<file path="config.mk">
export PLATFORM = sky130hd
export DESIGN_NAME = backslash_escape_decoder
export DESIGN_NICKNAME = d
export VERILOG_FILES = /design/src/hdl/bed_pkg.sv /design/src/hdl/bed_front.sv /design/src/hdl/bed_queue.sv /design/src/hdl/bed_back.sv /design/src/hdl/backslash_escape_decoder.sv
export SDC_FILE = /design/constraint.sdc
export NUM_CORES = 1
export LEC_CHECK = 0
export ABC_AREA = 1
export BUFFER_PORTS_ARGS = -buffer_cell sky130_fd_sc_hd__buf_2
export CAP_MARGIN = 0
export CORE_MARGIN = 1
export CORE_UTILIZATION = 40
export DETAILED_ROUTE_END_ITERATION = 16
export PLACE_DENSITY_LB_ADDON = 0.12
export SLEW_MARGIN = 0
export SYNTH_ARGS = -nofsm -noshare
export SYNTH_HDL_FRONTEND = slang
export SYNTH_SLANG_ARGS = --single-unit
</file>
<file path="constraint.sdc">
create_clock -name clk -period 8.1 [get_ports clk]
set_input_delay 0.405 -clock clk [delete_from_list [all_inputs] [get_ports clk]]
set_output_delay 0.405 -clock clk [all_outputs]
set_load 0.05 [all_outputs]
</file>
<file path="src/hdl/bed_pkg.sv">
// Package for the backslash escape decoder: decoder phase, input mode codes,
// byte constants and the queue entry that links the front and back parts.
// No dependencies.
`default_nettype none
package bed_pkg;

  typedef enum logic [4:0] {
    PH_NORMAL    = 5'b00001,
    PH_BACKSLASH = 5'b00010,
    PH_OCTAL     = 5'b00100,
    PH_HEX       = 5'b01000,
    PH_STOPPED   = 5'b10000
  } phase_t;

  typedef enum logic [1:0] {
    MODE_CHAR = 2'd0,
    MODE_SEP  = 2'd1,
    MODE_END  = 2'd2,
    MODE_NONE = 2'd3
  } mode_t;

  localparam logic REG_ESCAPES_ENABLED  = 1'b0;
  localparam logic REG_SUPPRESS_NEWLINE = 1'b1;

  localparam logic [7:0] BYTE_BACKSLASH = 8'h5C;
  localparam logic [7:0] BYTE_ESC       = 8'h1B;
  localparam logic [7:0] BYTE_SPACE     = 8'h20;
  localparam logic [7:0] BYTE_NEWLINE   = 8'h0A;

  // One accepted item's output: one byte, or two when two is set.
  typedef struct packed {
    logic       two;
    logic [7:0] b0;
    logic [7:0] b1;
  } entry_t;

endpackage
`default_nettype wire

</file>
<file path="src/hdl/bed_front.sv">
// Front part of the escape decoder: holds the configuration registers and
// the decoder state, classifies each input beat and pushes its bytes.
// Depends on bed_pkg.
`default_nettype none
module bed_front
  import bed_pkg::*;
(
  input  wire logic       clk,
  input  wire logic       rst,
  input  wire logic       in_valid,
  output logic            in_ready,
  input  wire logic [1:0] mode,
  input  wire logic [7:0] ch,
  input  wire logic       cfg_valid,
  output logic            cfg_ready,
  input  wire logic       cfg_index,
  input  wire logic       cfg_data,
  input  wire logic       q_full,
  output logic            push,
  output entry_t          push_data
);

  logic       escapes_enabled;
  logic       suppress_newline;
  phase_t     phase, phase_next;
  logic [7:0] accumulator, accumulator_next;
  logic [1:0] digits_taken, digits_taken_next;

  logic       take;
  logic [1:0] cnt;
  logic [7:0] b0, b1;

  assign in_ready  = !q_full;
  assign cfg_ready = 1'b1;
  assign take      = in_valid && in_ready;

  always_comb begin
    logic       is_octal;
    logic       is_digit;
    logic [3:0] dval;
    logic [7:0] hex_tmp;
    logic [7:0] acc_shift;
    logic [1:0] dig_inc;
    logic       done;
    logic       pending;
    logic [7:0] pend_byte;

    phase_next        = phase;
    accumulator_next  = accumulator;
    digits_taken_next = digits_taken;
    cnt               = 2'd0;
    b0                = '0;
    b1                = '0;

    is_octal = (phase == PH_OCTAL);
    hex_tmp  = '0;
    if (is_octal) begin
      is_digit = (ch >= "0") && (ch <= "7");
      dval     = {1'b0, ch[2:0]};
    end else begin
      is_digit = 1'b1;
      if ((ch >= "0") && (ch <= "9")) begin
        hex_tmp = ch - 8'h30;
      end else if ((ch >= "A") && (ch <= "F")) begin
        hex_tmp = ch - 8'h37;
      end else if ((ch >= "a") && (ch <= "f")) begin
        hex_tmp = ch - 8'h57;
      end else begin
        is_digit = 1'b0;
      end
      dval = hex_tmp[3:0];
    end
    acc_shift = is_octal ? {accumulator[4:0], dval[2:0]} : {accumulator[3:0], dval};
    dig_inc   = digits_taken + 2'd1;
    done      = is_octal ? (dig_inc == 2'd3) : (dig_inc == 2'd2);

    pending   = (phase == PH_BACKSLASH) || (phase == PH_OCTAL) || (phase == PH_HEX);
    pend_byte = (phase == PH_BACKSLASH) ? BYTE_BACKSLASH : accumulator;

    unique case (mode)
      MODE_CHAR: begin
        unique case (phase)
          PH_NORMAL: begin
            if (escapes_enabled && (ch == BYTE_BACKSLASH)) begin
              phase_next = PH_BACKSLASH;
            end else begin
              cnt = 2'd1;
              b0  = ch;
            end
          end
          PH_BACKSLASH: begin
            phase_next = PH_NORMAL;
            cnt        = 2'd1;
            b0         = ch;
            case (ch)
              "a": b0 = 8'h07;
              "b": b0 = 8'h08;
              "e": b0 = BYTE_ESC;
              "f": b0 = 8'h0C;
              "n": b0 = 8'h0A;
              "r": b0 = 8'h0D;
              "t": b0 = 8'h09;
              "v": b0 = 8'h0B;
              "c": begin
                cnt        = 2'd0;
                phase_next = PH_STOPPED;
              end
              "0": begin
                cnt               = 2'd0;
                phase_next        = PH_OCTAL;
                accumulator_next  = '0;
                digits_taken_next = '0;
              end
              "x": begin
                cnt               = 2'd0;
                phase_next        = PH_HEX;
                accumulator_next  = '0;
                digits_taken_next = '0;
              end
              default: ;
            endcase
          end
          PH_OCTAL, PH_HEX: begin
            if (!is_digit) begin
              // close the number, then handle the character as in the normal phase
              b0                = accumulator;
              accumulator_next  = '0;
              digits_taken_next = '0;
              if (escapes_enabled && (ch == BYTE_BACKSLASH)) begin
                phase_next = PH_BACKSLASH;
                cnt        = 2'd1;
              end else begin
                phase_next = PH_NORMAL;
                cnt        = 2'd2;
                b1         = ch;
              end
            end else if (done) begin
              cnt               = 2'd1;
              b0                = acc_shift;
              accumulator_next  = '0;
              digits_taken_next = '0;
              phase_next        = PH_NORMAL;
            end else begin
              accumulator_next  = acc_shift;
              digits_taken_next = dig_inc;
            end
          end
          PH_STOPPED: ;
          default: ;
        endcase
      end
      MODE_SEP: begin
        if (phase != PH_STOPPED) begin
          phase_next        = PH_NORMAL;
          accumulator_next  = '0;
          digits_taken_next = '0;
          if (pending) begin
            cnt = 2'd2;
            b0  = pend_byte;
            b1  = BYTE_SPACE;
          end else begin
            cnt = 2'd1;
            b0  = BYTE_SPACE;
          end
        end
      end
      MODE_END: begin
        phase_next        = PH_NORMAL;
        accumulator_next  = '0;
        digits_taken_next = '0;
        if (phase != PH_STOPPED) begin
          if (pending) begin
            b0 = pend_byte;
            if (!suppress_newline) begin
              cnt = 2'd2;
              b1  = BYTE_NEWLINE;
            end else begin
              cnt = 2'd1;
            end
          end else if (!suppress_newline) begin
            cnt = 2'd1;
            b0  = BYTE_NEWLINE;
          end
        end
      end
      MODE_NONE: ;
      default: ;
    endcase
  end

  assign push         = take && (cnt != 2'd0);
  assign push_data.two = (cnt == 2'd2);
  assign push_data.b0  = b0;
  assign push_data.b1  = b1;

  always_ff @(posedge clk) begin
    if (rst) begin
      escapes_enabled  <= 1'b0;
      suppress_newline <= 1'b0;
    end else if (cfg_valid && cfg_ready) begin
      unique case (cfg_index)
        REG_ESCAPES_ENABLED:  escapes_enabled  <= cfg_data;
        REG_SUPPRESS_NEWLINE: suppress_newline <= cfg_data;
        default: ;
      endcase
    end
  end

  always_ff @(posedge clk) begin
    if (rst) begin
      phase        <= PH_NORMAL;
      accumulator  <= '0;
      digits_taken <= '0;
    end else if (take) begin
      phase        <= phase_next;
      accumulator  <= accumulator_next;
      digits_taken <= digits_taken_next;
    end
  end

endmodule
`default_nettype wire

</file>
<file path="src/hdl/bed_queue.sv">
// Short queue of decoded entries between the front and back parts.
// Depends on bed_pkg.
`default_nettype none
module bed_queue
  import bed_pkg::*;
#(
  parameter int DEPTH = 2
) (
  input  wire logic   clk,
  input  wire logic   rst,
  input  wire logic   push,
  input  entry_t      push_data,
  output logic        full,
  input  wire logic   pop,
  output entry_t      pop_data,
  output logic        empty
);

  localparam int PW = (DEPTH > 1) ? $clog2(DEPTH) : 1;
  localparam int CW = $clog2(DEPTH + 1);
  localparam logic [PW-1:0] LAST = PW'(DEPTH - 1);
  localparam logic [CW-1:0] FULL_COUNT = CW'(DEPTH);

  entry_t          mem [DEPTH];
  logic [PW-1:0]   wr_ptr, rd_ptr;
  logic [CW-1:0]   count;
  logic            do_push, do_pop;

  assign full     = (count == FULL_COUNT);
  assign empty    = (count == '0);
  assign do_push  = push && !full;
  assign do_pop   = pop && !empty;
  assign pop_data = mem[rd_ptr];

  always_ff @(posedge clk) begin
    if (do_push) begin
      mem[wr_ptr] <= push_data;
    end
  end

  always_ff @(posedge clk) begin
    if (rst) begin
      wr_ptr <= '0;
      rd_ptr <= '0;
      count  <= '0;
    end else begin
      if (do_push) begin
        wr_ptr <= (wr_ptr == LAST) ? '0 : wr_ptr + 1'b1;
      end
      if (do_pop) begin
        rd_ptr <= (rd_ptr == LAST) ? '0 : rd_ptr + 1'b1;
      end
      if (do_push && !do_pop) begin
        count <= count + 1'b1;
      end else if (do_pop && !do_push) begin
        count <= count - 1'b1;
      end
    end
  end

endmodule
`default_nettype wire

</file>
<file path="src/hdl/bed_back.sv">
// Back part of the escape decoder: takes entries from the queue and sends
// their bytes out one beat at a time from an output register.
// Depends on bed_pkg.
`default_nettype none
module bed_back
  import bed_pkg::*;
(
  input  wire logic   clk,
  input  wire logic   rst,
  input  wire logic   q_empty,
  input  entry_t      q_data,
  output logic        q_pop,
  output logic        out_valid,
  input  wire logic   out_ready,
  output logic [7:0]  out_byte,
  output logic        last_of_run
);

  entry_t cur;
  logic   cur_valid;
  logic   second;
  logic   finishing;

  assign last_of_run = second || !cur.two;
  assign out_byte    = second ? cur.b1 : cur.b0;
  assign out_valid   = cur_valid;
  assign finishing   = cur_valid && out_ready && last_of_run;
  assign q_pop       = !q_empty && (!cur_valid || finishing);

  always_ff @(posedge clk) begin
    if (q_pop) begin
      cur <= q_data;
    end
  end

  always_ff @(posedge clk) begin
    if (rst) begin
      cur_valid <= 1'b0;
      second    <= 1'b0;
    end else if (cur_valid && out_ready && !last_of_run) begin
      // advance to the second byte of the run
      second <= 1'b1;
    end else if (!cur_valid || finishing) begin
      cur_valid <= q_pop;
      second    <= 1'b0;
    end
  end

endmodule
`default_nettype wire

</file>
<file path="src/hdl/backslash_escape_decoder.sv">
// Path: the first result beat of an input beat is written into the queue and then
// loaded into the output register, from which it can be taken.
// Throughput: one input beat per cycle while the queue has room; an item that
// yields two bytes holds the output until both are taken, the QUEUE_DEPTH-entry queue
// absorbs short bursts of those, and the input stalls whenever the queue is full.
// Reset clears the configuration registers, the decoder state and the queue.
// Depends on bed_pkg, bed_front, bed_queue and bed_back.
`default_nettype none
module backslash_escape_decoder
  import bed_pkg::*;
#(
  parameter int QUEUE_DEPTH = 2
) (
  input  wire logic       clk,
  input  wire logic       rst,
  input  wire logic       in_valid,
  output logic            in_ready,
  input  wire logic [1:0] mode,
  input  wire logic [7:0] ch,
  output logic            out_valid,
  input  wire logic       out_ready,
  output logic [7:0]      out_byte,
  output logic            last_of_run,
  input  wire logic       cfg_valid,
  output logic            cfg_ready,
  input  wire logic       cfg_index,
  input  wire logic       cfg_data
);

  logic   push, q_full, q_pop, q_empty;
  entry_t push_data, q_data;

  bed_front u_front (
    .clk       (clk),
    .rst       (rst),
    .in_valid  (in_valid),
    .in_ready  (in_ready),
    .mode      (mode),
    .ch        (ch),
    .cfg_valid (cfg_valid),
    .cfg_ready (cfg_ready),
    .cfg_index (cfg_index),
    .cfg_data  (cfg_data),
    .q_full    (q_full),
    .push      (push),
    .push_data (push_data)
  );

  bed_queue #(
    .DEPTH (QUEUE_DEPTH)
  ) u_queue (
    .clk       (clk),
    .rst       (rst),
    .push      (push),
    .push_data (push_data),
    .full      (q_full),
    .pop       (q_pop),
    .pop_data  (q_data),
    .empty     (q_empty)
  );

  bed_back u_back (
    .clk         (clk),
    .rst         (rst),
    .q_empty     (q_empty),
    .q_data      (q_data),
    .q_pop       (q_pop),
    .out_valid   (out_valid),
    .out_ready   (out_ready),
    .out_byte    (out_byte),
    .last_of_run (last_of_run)
  );

endmodule
`default_nettype wire
</file>
==> results by group <==
STA
  • Setup_tns: 0 ns
  • RSZ-0062 raised after global routing: false
  • Setup ws final: 5.05 ns
  • Final setup viols: 0
  • Final slew viol count: 0
  • Rel. slew slack: 0.547
  • Tcrit/Tclk final: 0.377
  • Final Skew: 0.0142 ns
  • Min Tclk post-route: 3.05 ns
  • Final Hold Vio Count: 0
  • Least-Margin Pin Slew: 0.674 ns
  • FMAX: 328 MHz

Power and ir drop
  • Final Power: 0.00127 W
  • Leakage power figure: 1.97 nW
  • P per Cell Area: 273 nW/um2
  • Max VDD drop: 0.150 mV

Detailed routing
  • WL per Instance: 15.0 um
  • Post-route ant nets: 0
  • Final WL: 10400 um
  • Drt first pass iters: 5
  • DR vias/cell: 5.14
  • Drt initial violations: 236
  • Vias: 3556
  • DRC: 0

GRT
  • Initial antenna violation count: 0
  • Vias in the first global route: 3394
  • GRT Overall Usage: 0.202
  • Gr ovfl total: 0
  • Largest net degree at the start of global routing: 20
  • First-pass GRT wire length: 17000 um

Logic synthesis
  • Post-Syn Area per Cell: 7.90 um2
  • Net Count, Synth: 556
  • Synth warn: 0
  • Synth Register Bits: 74
  • Post-Syn Instances: 528
  • Sequential area share after synthesis: 0.477
  • Mapped cell area: 4170 um2
  • Yosys cell types: 38

CTS
  • CTS tree: yes
  • Clock latency on the worst-skew pair: 0.35 ns
  • CTS Hold Bufs: 0
  • Max clock buf depth: 2
  • Clock slew at reported path FFs: 0.09 ns
  • Clock Sinks: 74
  • CTS root buffer: clkbuf_8
  • Post-cts resize count: 0
  • Post-CTS Setup Bufs: 0
  • CTS buffer count: 9
  • H-Tree Depth: 3

Floorplan
  • Die height: 104 um
  • Cell Rows: 36
  • Initial Util: 0.419
  • DIE WIDTH: 104 um
  • Core Region: 9950 um2
  • Io pins: 29
  • Die area: 10800 um2

Place
  • Hpwl dp: 8080 um
  • Gpl congestion: 1.03
  • Place WS: 4.93 ns
  • IO Port Bufs: 27

Final layout
  • ANT cells: 0
  • Area occupied by multi-input gates: 1890 um2
  • Area Overhead vs Synth: 11.8%
  • Final net count: 582
  • # fillers: 1012
  • Register area: 1990 um2
  • Layout cell share with drive strength beyond 1: 0.145

Min path
  • Worst hold path class: in2reg
  • Min-delay src: cfg_index

Run status
  • Outcome: completed

Critical path
  • Crit Path Class: reg2reg
  • Critical Path RT: 8.34 ns
  • Crit path launch: u_front.phase[2]
  • WP data arrival: 3.29 ns
  • Reg-to-reg startpoint: u_front.phase[2]
  • Setup crit end kind: flop
  • Crit-path max FO: 12
  • Worst Setup Start Kind: flop

Flow run
  • Max-Cap Viols: 0
final cells by class:
class | count | share of cell area
inverter | 60 | 0.0483
sequential | 74 | 0.427
timing repair buffer | 28 | 0.0306
tap | 133 | 0.0357
multi-input combinational | 381 | 0.405
clock buffer | 9 | 0.0265
clock inverter | 7 | 0.0268
where the power goes:
group	switching (W)	leakage [nW]	total (W)	internal (W)
clock	0.000144	0.124	0.000351	0.000207
combinational	0.000293	1.17	0.000388	0.0000948
sequential	0.0000349	0.674	0.000532	0.000497
total	0.000472	1.97	0.00127	0.000800
sequential cells by signal, summed over array words and instances (netlist names):
signal / count
u_queue.mem: 34
u_back.cur: 17
u_front.accumulator: 8
u_front.phase: 5
u_front.digits_taken: 2
u_queue.count: 2
u_back.out_valid: 1
u_back.second: 1
u_front.escapes_enabled: 1
u_front.suppress_newline: 1
u_queue.rd_ptr: 1
u_queue.wr_ptr: 1
kinds of logic after synthesis:
kind of cell    after synthesis  share of synthesized area
xor+xnor                      5                     0.0105
buf+inv                      73                     0.0693
fa+ha+maj                    11                     0.0330
simple gates                278                      0.298
compound gates               86                      0.111
flops                        74                      0.477
other cells                   1                   0.000899
synthesized netlist by cell type:
library cell	n	area [um2]
a211oi_1	4	30.0
o32ai_1	1	8.76
inv_1	44	165
nand3_1	21	105
o21ai_1	6	30.0
nor4_1	1	6.26
inv_2	13	48.8
nand2_1	171	642
a21oi_1	43	215
nand4_1	6	37.5
edfxtp_1	51	1530
a31oi_1	2	12.5
nand4_2	1	12.5
nand2_4	1	11.3
o21a_1	1	7.51
nand3_2	6	60.1
nor3_1	15	75.1
nor3_2	1	10.0
nor2_4	3	33.8
o221ai_1	1	8.76
buf_1	1	3.75
nor2_1	39	146
o21ai_0	24	120
clkinv_1	3	11.3
xnor2_1	1	8.76
nand3_4	1	17.5
buf_6	1	11.3
nand2_2	5	31.3
o211ai_1	4	30.0
buf_4	2	15.0
nor3_4	1	16.3
nand3b_1	1	7.51
xor2_1	4	35.0
nor2_2	5	31.3
dfxtp_1	23	460
conb_1	1	3.75
ha_1	11	138
clkbuf_1	9	33.8
routing by layer:
metal	track usage	part of all wire	routed length, um	up-vias
li1	-	-	-	1799
met1	0.248	0.44	4560	1642
met2	0.350	0.49	5080	93
met3	0.0363	0.044	455	22
met4	0.0796	0.025	257	0
met5	0	0	0	-
critical path, cell delays in order (launching register included):
cell and delay [ns]:
dfxtp_1 0.33, nor2_1 0.16, nand4_1 0.51, inv_2 0.34
nor2_2 0.08, inv_2 0.10, ha_1 0.23, a21oi_1 0.19
nand3_2 0.13, nand2_1 0.09, inv_1 0.05, ha_1 0.29
a21oi_1 0.11, o21ai_0 0.11, o21ai_0 0.15, a21oi_1 0.05
cell usage in the layout, fill, tap and decap left out, types with 9 or more instances in the layout:
master	Yosys	final
nor3_1	15	15
dfxtp_1	23	23
inv_1	44	44
buf_2	0	27
a21oi_1	43	43
ha_1	11	11
nand2_1	171	171
edfxtp_1	51	51
o21ai_0	24	24
nand3_1	21	21
inv_2	13	13
clkbuf_8	0	9
nor2_1	39	39
path summary, 6_finish.rpt:
path              cells past startpoint  slack, ns                       end
setup / recovery                     15       5.05          u_queue.count[1]
hold / removal                        3       0.33  u_front.suppress_newline
setup reg to reg                     15       5.05          u_queue.count[1]
hold reg to reg                       2       0.48   u_front.digits_taken[1]
metrics by stage:
stage / utilization / hold WS, ns / std cells / area (um2)
global route: 0.469 / 0.340 / 692 / 4670
finish: 0.469 / 0.329 / 692 / 4670
floorplan: - / 0.440 / 528 / 4170
global placement: 0.444 / 0.472 / 676 / 4420
CTS: 0.469 / 0.317 / 692 / 4670
detailed placement: 0.444 / 0.464 / 676 / 4420
(Power assumes the default switching activity.)
